$ cat src/cvm_pkg.sv
// Package with the widths, types and helpers shared by the CORDIC magnitude pipeline.
`default_nettype none

package cvm_pkg;

   localparam int DATA_WIDTH = 32;
   localparam int MAG_WIDTH  = DATA_WIDTH - 1;
   localparam int MAX_ROUNDS = 31;
   localparam int CNT_WIDTH  = 5;

   typedef logic signed [DATA_WIDTH-1:0] coord_type;
   typedef logic [MAG_WIDTH-1:0]         mag_type;
   typedef logic [CNT_WIDTH-1:0]         count_type;

   typedef struct packed {
      mag_type x;
      mag_type y;
   } pair_type;

   typedef struct packed {
      logic load;
      logic valid;
   } stage_ctl_type;

   function automatic mag_type half_abs(input coord_type value);
      logic [DATA_WIDTH-1:0] mag;
      mag = value[DATA_WIDTH-1] ? (~value + 1'b1) : value;
      return mag[DATA_WIDTH-1:1];
   endfunction

endpackage

`default_nettype wire

$ cat src/cvm_prep.sv
// Entry stage: absolute value, halving and ordering of the two coordinates.
`default_nettype none

module cvm_prep
   import cvm_pkg::*;
(
   input  wire logic          clock,
   input  wire logic          reset,
   input  wire stage_ctl_type ctl,
   input  wire coord_type     coord_x,
   input  wire coord_type     coord_y,
   output logic               valid,
   output pair_type          pair
);

   logic     valid_ff;
   pair_type pair_ff;
   pair_type pair_in;
   mag_type  ax;
   mag_type  ay;

   always_comb begin
      ax = half_abs(coord_x);
      ay = half_abs(coord_y);
      if (ay > ax) begin
         pair_in.x = ay;
         pair_in.y = ax;
      end else begin
         pair_in.x = ax;
         pair_in.y = ay;
      end
   end

   always_ff @(posedge clock) begin
      if (reset) begin
         valid_ff <= 1'b0;
      end else if (ctl.load) begin
         valid_ff <= ctl.valid;
      end
   end

   always_ff @(posedge clock) begin
      if (ctl.load) begin
         pair_ff <= pair_in;
      end
   end

   assign valid = valid_ff;
   assign pair  = pair_ff;

endmodule

`default_nettype wire

$ cat config.mk
export PLATFORM = sky130hd
export DESIGN_NAME = cvm_prep
export DESIGN_NICKNAME = d
export VERILOG_FILES = /design/src/cvm_pkg.sv /design/src/cvm_prep.sv
export SDC_FILE = /design/constraint.sdc
export NUM_CORES = 1
export LEC_CHECK = 0
export ABC_AREA = 1
export BUFFER_PORTS_ARGS = -buffer_cell sky130_fd_sc_hd__buf_2
export CAP_MARGIN = 25
export CORE_AREA = 2 2 121 123
export CTS_CLUSTER_DIAMETER = 120
export DETAILED_ROUTE_END_ITERATION = 7
export DIE_AREA = 0 0 123 125
export SLEW_MARGIN = 20
export SYNTH_ARGS = -nofsm -noshare
export SYNTH_HDL_FRONTEND = slang
export SYNTH_SLANG_ARGS = --single-unit
$ cat constraint.sdc
create_clock -name clock -period 5.1 [get_ports clock]
set_clock_uncertainty 0.1 [all_clocks]
set_input_delay 0.51 -clock clock [delete_from_list [all_inputs] [get_ports clock]]
set_output_delay 0.51 -clock clock [all_outputs]
set_load 0.02 [all_outputs]
==> impl_results.md <==
- CTS tree: built
- DR vias: 5,440
- Vias in the first global route: 4,904
- Ranking of synthesized cells by area: edfxtp_1, nand2_1, nand3_1
- Die Span Y: 125 um
- Insertion delay to the later sink of the worst-skew pair: 0.32 ns
- Die area: 15,400 um^2
- Initial Utilization: 0.389
- Setup Buffers After CTS: 0
- P&R area growth vs syn: 19.0%
- Avg Cell Area, Syn: 6.76 um^2
- First-pass GRT wire length: 24,300 um
- # diodes: 0
- Fin nets: 1,037
- Drt drc: 0
- Worst r2r src: valid
- Sequential share of the synthesized area: 0.340
- Clock root cell: clkbuf_16
- Worst vdd ir: 0.000150 V
- Worst setup startpoint: coord_y[2]
- Synth cell count leaders: nand2_1, nand3_1, inv_1, nor2_1, edfxtp_1
- CP endpoint kind: flip-flop
- Net switching power: 680 uW
- PD cells: 302 nW/um^2
- Max Clk Rate: 268 MHz
- R2R depth: 2
- Routed wire length: 15,400 um
- Number of H-tree levels: 3
- Final Hold Viols: 0
- # setup viols final: 0
- Clock buffer count from CTS: 9
- EDFF count, synth: 62
- 1st-iter DRT viols: 344
- Cells after Synth: 818
- Initial DRT Pass Iterations: 5
- Worst Tran Pin Value: 0.826 ns
- Max Cap Viol: 0
- Worst-path fanout max: 62
- WL per Instance: 13.7 um
- Outcome: completed
- HPWL after detailed placement: 12,400 um
- Required time worst endpoint: 5.19 ns
- Clock share of power: 0.320
- CTS resizes: 0
- Tcrit/Tclk final: 0.732
- GRT overflow: 0
- Yosys top cell by area: edfxtp_1
- Most numerous cell in the Yosys netlist: nand2_1
- DR vias/cell: 4.84
- FF+latch count, synth: 63
- CTS Sinks: 63
- Min-Delay Path Class: primary input to flip-flop
- Rel. slew slack: 0.450
- Worst hold slack: 0.235 ns
- Synth Flop Type: edfxtp_1
- Yosys top cell area share: 0.337
- Final Wtd Congestion: 0.946
- Int Pwr: 1310 uW
- Initial antenna violation count: 1
- Detail Route Antenna Nets: 0
- All-Layer GR Usage: 0.203
- Post-CTS Hold Buffers: 0
- Clock slew at the register clock pins of the worst setup and hold paths: 0.05 ns
- Distinct cells, synth: 31
- Buffers added on ports: 130
- Cell Rows: 44
- Final setup margin: 1.37 ns
- Critical path startpoint category: primary input
- Core Region: 14,200 um^2
- Sw Share: 0.342
- Pleak: 0.00350 uW
- FF-to-FF setup slack: 4.43 ns
- Die Wd: 123 um
- Largest net degree at the start of global routing: 63
- Reg2reg end: valid
- RSZ-0062 raised after global routing: false
- Flop pwr share: 0.351
- Comb pwr share: 0.329
- Place WS: 1.04 ns
- Slew Limit Fails: 0
- Post-synth net total: 919
- Netlist Area Pre-Place: 5530 um^2
- Crit path kind: primary input to flip-flop
- I/O Pins: 131
- Crit path DAT: 3.82 ns
- Critical path endpoint: pair[9]
- Setup TNS Final: 0 ns
- Min cycle time layout: 3.73 ns
- Synth warnings: 0
- Buffer depth of the longest clock path: 2
- FFs w/ async S/R, synth: 0
- Layout cells sized above 1: 0.166
==> registers in the layout, summed over array words and instances, names as in the netlist <==
name	cells
pair	62
valid	1
==> power groups by stage <==
stage          registers [uW]  clock network [uW]  logic [uW]
2_1_floorplan             815                   0         353
3_3_place_gp              710                   0         646
3_5_place_dp              709                   0         651
4_1_cts                   699                 649         654
5_1_grt                   704                 678         734
6_report                  697                 636         654
==> worst max-delay path, cell delays in order <==
cell and delay (ns):
buf_2 0.12, nor2_1 0.13, nand3_1 0.17, nor2_1 0.22, nand3_1 0.15, nand2_1 0.17
nand2_1 0.07, nand2_1 0.06, nand2_1 0.14, ha_1 0.34, nand2_1 0.06, nor2_1 0.11
nand3_1 0.15, nor2_2 0.17, nand4_4 0.34, nand2_4 0.62, nand2_1 0.13, nand2_1 0.11
==> per-layer routing <==
metal / GRT usage / share of wire / vias up
met2: 0.311 / 0.44 / 151
li1: - / - / 2869
met1: 0.297 / 0.49 / 2401
met4: 0.0535 / 0.014 / 2
met3: 0.0324 / 0.054 / 17
met5: 0 / 0.00045 / -
==> logic make-up after synthesis <==
family | share of synthesized area
AOI/OAI and AO/OA | 0.0303
muxes | 0.00181
adders and majority gates | 0.0747
xor gates and xnor gates | 0.0475
DFF | 0.340
and+or+nand+nor | 0.410
buffers and inverters | 0.0948
==> layout make-up <==
class / count / area [um^2]
Clock buffer: 11 / 233
Sequential cell: 63 / 1880
Timing Repair Buffer: 133 / 673
Tap cell: 184 / 230
Multi-Input combinational cell: 631 / 3120
Inverter: 98 / 368
Clock inverter: 5 / 72.6
Fill cell: 1522 / 7620
==> cells in the final DEF (no fill, tap or decap), drive strengths merged <==
cell type / count
xnor2: 5
nand3: 116
clkinv: 3
bufinv: 2
or2: 1
nor3: 8
and2: 2
xor2: 25
nor2: 68
buf: 133
mux2i: 1
ha: 33
nand3b: 4
nand4: 13
edfxtp: 62
clkbuf: 11
a21oi: 11
o21a: 1
o21ai: 18
dfxtp: 1
a21o: 2
nand2: 323
inv: 98
==> metrics by stage <==
stage          power [uW]  std cells  utilization  cell area (um^2)
2_1_floorplan        1170        818            -              5530
6_report             1990       1125        0.463              6580
5_1_grt              2120       1125        0.463              6580
3_3_place_gp         1360       1109        0.442              6270
4_1_cts              2000       1125        0.463              6580
3_5_place_dp         1360       1109        0.442              6270
==> worst min path at each step <==
| stage | start | endpoint | slack, ns | cells after the start |
|---|---|---|---|---|
| 2_1_floorplan | valid | valid | 0.48 | 2 |
| 3_3_place_gp | valid | valid | 0.37 | 2 |
| 3_5_place_dp | valid | valid | 0.38 | 2 |
| 4_1_cts | reset | valid | 0.23 | 2 |
| 5_1_grt | reset | valid | 0.23 | 2 |
| 6_report | reset | valid | 0.23 | 2 |
(Power assumes the default switching activity.)
