<file path="src/cvm_pkg.sv">
// Package with the widths, types and helpers shared by the CORDIC magnitude pipeline.
`default_nettype none

package cvm_pkg;

   localparam int DATA_WIDTH = 32;
   localparam int MAG_WIDTH  = DATA_WIDTH - 1;
   localparam int MAX_ROUNDS = 31;
   localparam int CNT_WIDTH  = 5;

   typedef logic signed [DATA_WIDTH-1:0] coord_type;
   typedef logic [MAG_WIDTH-1:0]         mag_type;
   typedef logic [CNT_WIDTH-1:0]         count_type;

   typedef struct packed {
      mag_type x;
      mag_type y;
   } pair_type;

   typedef struct packed {
      logic load;
      logic valid;
   } stage_ctl_type;

   function automatic mag_type half_abs(input coord_type value);
      logic [DATA_WIDTH-1:0] mag;
      mag = value[DATA_WIDTH-1] ? (~value + 1'b1) : value;
      return mag[DATA_WIDTH-1:1];
   endfunction

endpackage

`default_nettype wire

</file>
<file path="src/cvm_round.sv">
// One CORDIC vectoring round, or a pass-through when not active, held in its own pipeline register.
`default_nettype none

module cvm_round
   import cvm_pkg::*;
(
   input  wire logic          clock,
   input  wire logic          reset,
   input  wire stage_ctl_type ctl,
   input  wire count_type     shift,
   input  wire logic          active,
   input  wire pair_type      pair_i,
   output logic               valid,
   output pair_type          pair_o
);

   logic     valid_ff;
   pair_type pair_ff;
   pair_type pair_in;
   mag_type  sx;
   mag_type  sy;

   always_comb begin
      sx = pair_i.x >> shift;
      sy = pair_i.y >> shift;
      if (active) begin
         pair_in.x = pair_i.x + sy;
         pair_in.y = (pair_i.y >= sx) ? (pair_i.y - sx) : (sx - pair_i.y);
      end else begin
         pair_in = pair_i;
      end
   end

   always_ff @(posedge clock) begin
      if (reset) begin
         valid_ff <= 1'b0;
      end else if (ctl.load) begin
         valid_ff <= ctl.valid;
      end
   end

   always_ff @(posedge clock) begin
      if (ctl.load) begin
         pair_ff <= pair_in;
      end
   end

   assign valid  = valid_ff;
   assign pair_o = pair_ff;

endmodule

`default_nettype wire
</file>
<file path="config.mk">
export PLATFORM = sky130hd
export DESIGN_NAME = cvm_round
export DESIGN_NICKNAME = d
export VERILOG_FILES = /design/src/cvm_pkg.sv /design/src/cvm_round.sv
export SDC_FILE = /design/constraint.sdc
export NUM_CORES = 1
export LEC_CHECK = 0
export BUFFER_PORTS_ARGS = -buffer_cell sky130_fd_sc_hd__buf_2
export CORE_ASPECT_RATIO = 0.8
export CORE_MARGIN = 5
export CORE_UTILIZATION = 25
export CTS_CLUSTER_SIZE = 8
export DETAILED_ROUTE_END_ITERATION = 8
export GPL_TIMING_DRIVEN = 0
export SKIP_LAST_GASP = 1
export SYNTH_ARGS = -nofsm -noshare
export SYNTH_HDL_FRONTEND = slang
export SYNTH_SLANG_ARGS = --single-unit
</file>
<file path="constraint.sdc">
create_clock -name clock -period 6.7 [get_ports clock]
set_clock_uncertainty 0.2 [all_clocks]
set_input_delay 2.01 -clock clock [delete_from_list [all_inputs] [get_ports clock]]
set_output_delay 2.01 -clock clock [all_outputs]
set_load 0.02 [all_outputs]
</file>
==> results.md <==
Yosys:
- The count of state elements after synthesis is 63.
- Counting instances in the post-synthesis netlist gives the leading cell types as 154 x sky130_fd_sc_hd__a21oi_1, 154 x sky130_fd_sc_hd__nand2_1, 122 x sky130_fd_sc_hd__nor2_1, 98 x sky130_fd_sc_hd__ha_1, 91 x sky130_fd_sc_hd__inv_1.
- The count of flip-flops with a built-in enable after synthesis is 62.
- The number of instances in the synthesized netlist is ~1400.
- The largest total area in the synthesized netlist belongs to sky130_fd_sc_hd__edfxtp_1.
- The number of warnings issued by yosys is 0.
- In this run, distinct cell masters in the synthesized netlist total 74.
- The post-synthesis instance area is 10700 sq um.
- Of the synthesized area, sequential elements account for 17.5%.
- After synthesis, the cell types taking the most area are sky130_fd_sc_hd__edfxtp_1 17%, sky130_fd_sc_hd__ha_1 11%, sky130_fd_sc_hd__a21oi_1 7.2%.
- The synthesized design devotes to its leading area cell type between 10% and 20% of total area.
- The most used flip-flop cell after synthesis is sky130_fd_sc_hd__edfxtp_1.
- When the netlist entered floorplanning its net count stood at between 1500 and 2000.
- In this run the mean area of a mapped cell was between 7 and 8 sq um.
- For this run, asynchronously set or reset flops after synthesis account for 0%.

Place:
- The routability-driven placement congestion ratio is 1.04.
- Buffers placed on the I/O ports in this run total 130.
- The cell area after placement is 12100 sq um.
- The wire-length estimate of the detail-placed layout is 39800 um.

Finish:
- Summing all flip-flop and latch instances after layout gives roughly 1900 sq um.
- The number of antenna diodes in the final layout is 0.
- The number of inserted filler cells in the final layout is 4582.
- The relative area change from synthesis to final layout is 19.8%.
- The combined area of the multi-input logic cells is between 8000 and 9000 sq um.
- The finished cells cover between 10000 and 15000 sq um.
- Measured on the finished design, the core utilization comes to 30.5%.
- The fraction of final layout cells with drive strength greater than 1 is 21.4%.
- The net count of the finished layout is 1727.

STA:
- On the final layout, the worst hold slack is 0.286 ns.
- Setup violations remaining at the end of the flow were counted as 0.
- The fmax is 150 MHz.
- Setup repair after global routing left no endpoint under its margin.
- The final number of hold-violating endpoints is 0.
- Subtracting the final worst setup slack from the clock period gives 6.67 ns.
- The post-route clock period utilization is between 90 and 100%.
- The number of pins with negative max-slew slack in the final report is 0.
- After routing, the total negative slack on setup checks comes to 0 ns.
- In this run the tightest slew margin relative to its limit is 24.9%.
- The transition time at the pin with the least slew margin is 1.13 ns.

Worst setup path:
- The source of the worst register-to-register timing path is valid.
- The type of element capturing the critical path is a flop.
- The biggest fanout along the worst timing path is 10.
- The required time of the critical path is 6.63 ns.
- The worst setup path startpoint is shift[1].
- Data arrives at the worst endpoint at 6.60 ns.
- By startpoint and endpoint, the worst setup path is classified as input pin to flop.
- STA classifies the critical path startpoint as an input pin.

Clock tree:
- The clock-pin slew of the registers on the worst-case setup and hold paths is 0.05 ns.
- The later-pin clock latency in the skew report is 0.38 ns.
- The number of sinks driven by the clock tree is 63.
- The number of hold buffers added after CTS is 0.
- The H-tree was split into 3 levels.
- The number of clock buffers inserted by TritonCTS is 9.
- The CTS tree is done.
- The clock passes through at most 2 buffers.
- The clock tree root buffer cell is sky130_fd_sc_hd__clkbuf_16.

Floorplan:
- The floorplan step defined a die boundary enclosing around 47000 sq um.
- After floorplanning, the core was sized to cover roughly 42000 sq um.
- For this design the top-level I/O count stands at 135.
- Measured along the x axis, the die boundary spans around 240 um.
- The die is 195 um tall.
- The initialized floorplan defines between 60 and 70 standard-cell rows.
- The initial utilization of the core area, before any placement, comes to 25.4%.

Global routing:
- The initial antenna violation count is 1.
- The global router's overall resource usage is 20.2%.
- The number of global-route vias before repair came to roughly 11000.
- The largest net degree at the start of global routing is 64.
- The global-route congestion overflow total is 0.
- The wire length of the first global-routing pass is 72900 um.

Flow run:
- The reported max-cap violation count is 0.

Status:
- The flow ran to the end, and the final reports show no timing, DRC or antenna violations.

Route:
- Dividing the detail-routed wire length by the instance count gives between 20 and 25 um.
- Once detail routing completed, the nets flagged for antenna violations numbered 0.
- The final route contains between 10000 and 15000 vias.
- For this run, the detailed router's first-pass iteration total came to 5.
- After the first detailed-routing iteration, the DRC count stood at 1239.
- After detailed routing, the number of vias per cell comes to 5.53.
- The final layout contains routed wiring with a total length of 49200 um.
- The final routed DRC violation total is 0.

Power:
- The maximum ir drop on the vdd rail is 0.130 mV.
- The standby leakage power is 5.73 nW.
- The power density over the cells is roughly 180 nW/um^2.

Hold path:
- The worst hold path begins at valid.
- The type of the tightest min-delay check is flop to flop.
[cell usage in the layout (no fill, tap or decap), types with 25 or more instances in the layout]
cell / Yosys / layout
sky130_fd_sc_hd__a21o_1: 62 / 62
sky130_fd_sc_hd__mux2_2: 37 / 36
sky130_fd_sc_hd__a21oi_1: 154 / 144
sky130_fd_sc_hd__nand2_1: 154 / 154
sky130_fd_sc_hd__buf_4: 2 / 25
sky130_fd_sc_hd__buf_2: 15 / 140
sky130_fd_sc_hd__nor2_1: 122 / 120
sky130_fd_sc_hd__o21ai_0: 75 / 70
sky130_fd_sc_hd__xnor2_1: 33 / 33
sky130_fd_sc_hd__mux4_2: 25 / 25
sky130_fd_sc_hd__edfxtp_1: 62 / 62
sky130_fd_sc_hd__clkbuf_1: 68 / 42
sky130_fd_sc_hd__ha_1: 98 / 95
sky130_fd_sc_hd__inv_1: 91 / 91
sky130_fd_sc_hd__mux2i_1: 51 / 42
[registers in the layout, summed over array words and instances, names as in the netlist]
register  flops
pair_o       62
valid         1
[per-layer routing]
layer  GRT usage (%)  part of all wire, %  vias up
met5               0                    0        -
met4            4.52                  1.9        0
met3            6.03                  9.2       64
met2            29.0                   41      565
met1            29.7                   48     5604
li1                -                    -     5425
[critical path: stages]
cell,delay (ns)
sky130_fd_sc_hd__buf_4,0.22
sky130_fd_sc_hd__buf_6,0.22
sky130_fd_sc_hd__mux2i_2,0.30
sky130_fd_sc_hd__a21oi_1,0.17
sky130_fd_sc_hd__mux2i_1,0.43
sky130_fd_sc_hd__and2_1,0.21
sky130_fd_sc_hd__o32a_1,0.24
sky130_fd_sc_hd__inv_1,0.06
sky130_fd_sc_hd__ha_1,0.28
sky130_fd_sc_hd__clkbuf_2,0.19
sky130_fd_sc_hd__nand4_1,0.23
sky130_fd_sc_hd__nor4_2,0.07
sky130_fd_sc_hd__a311o_2,0.40
sky130_fd_sc_hd__buf_4,0.17
sky130_fd_sc_hd__a21oi_4,0.23
sky130_fd_sc_hd__nand2_8,0.13
sky130_fd_sc_hd__buf_8,0.19
sky130_fd_sc_hd__o311ai_0,0.41
sky130_fd_sc_hd__mux2i_1,0.13
sky130_fd_sc_hd__a211o_1,0.29
[cell type report]
type	count	share of cell area, %
plain buffers	91	3.96
clock buffers	10	1.78
clock inverters	3	0.107
inverters	92	2.69
multi-input cells	1150	65.3
flip-flops and latches	63	14.7
well taps	552	5.38
repair buffers	147	6.18
[through the flow]
step                      power, mW  std cells  worst slack (ns)
after floorplan                1.36       1397            0.0781
after global placement         1.75       2079             -2.12
after detailed placement       1.76       2079             -1.99
after CTS                      2.24       2100           0.00656
after global routing           2.42       2108           0.00433
final                          2.27       2108            0.0265
[logic make-up (layout without fill, tap and decap cells)]
kind of cell / count (synthesis) / after routing / synth area share (%)
fa+ha+maj: 101 / 101 / 12.0
compound gates: 470 / 470 / 28.3
buf+inv: 184 / 343 / 6.76
mux: 113 / 113 / 13.9
xor+xnor: 45 / 45 / 3.68
flops: 63 / 63 / 17.5
simple gates: 421 / 421 / 17.8
[final timing paths]
path | cells after the start | end | slack, ns
min reg2reg | 2 | valid | 0.29
max reg2reg | 2 | valid | 5.93
max | 20 | pair_o[28] | 0.03
min | 2 | valid | 0.29
[power by group]
group          switching [mW]  internal, mW  total (mW)
Clock                   0.187         0.240       0.427
Combinational           0.831         0.488        1.32
Sequential             0.0133         0.509       0.523
Total                    1.03          1.24        2.27
[what timing repair did]
item	4_1_cts	5_1_grt
pin swaps	7	10
endpoints found under the setup margin	52	40
resized for setup	68	71
setup buffers	9	8
(Power assumes the default switching activity.)
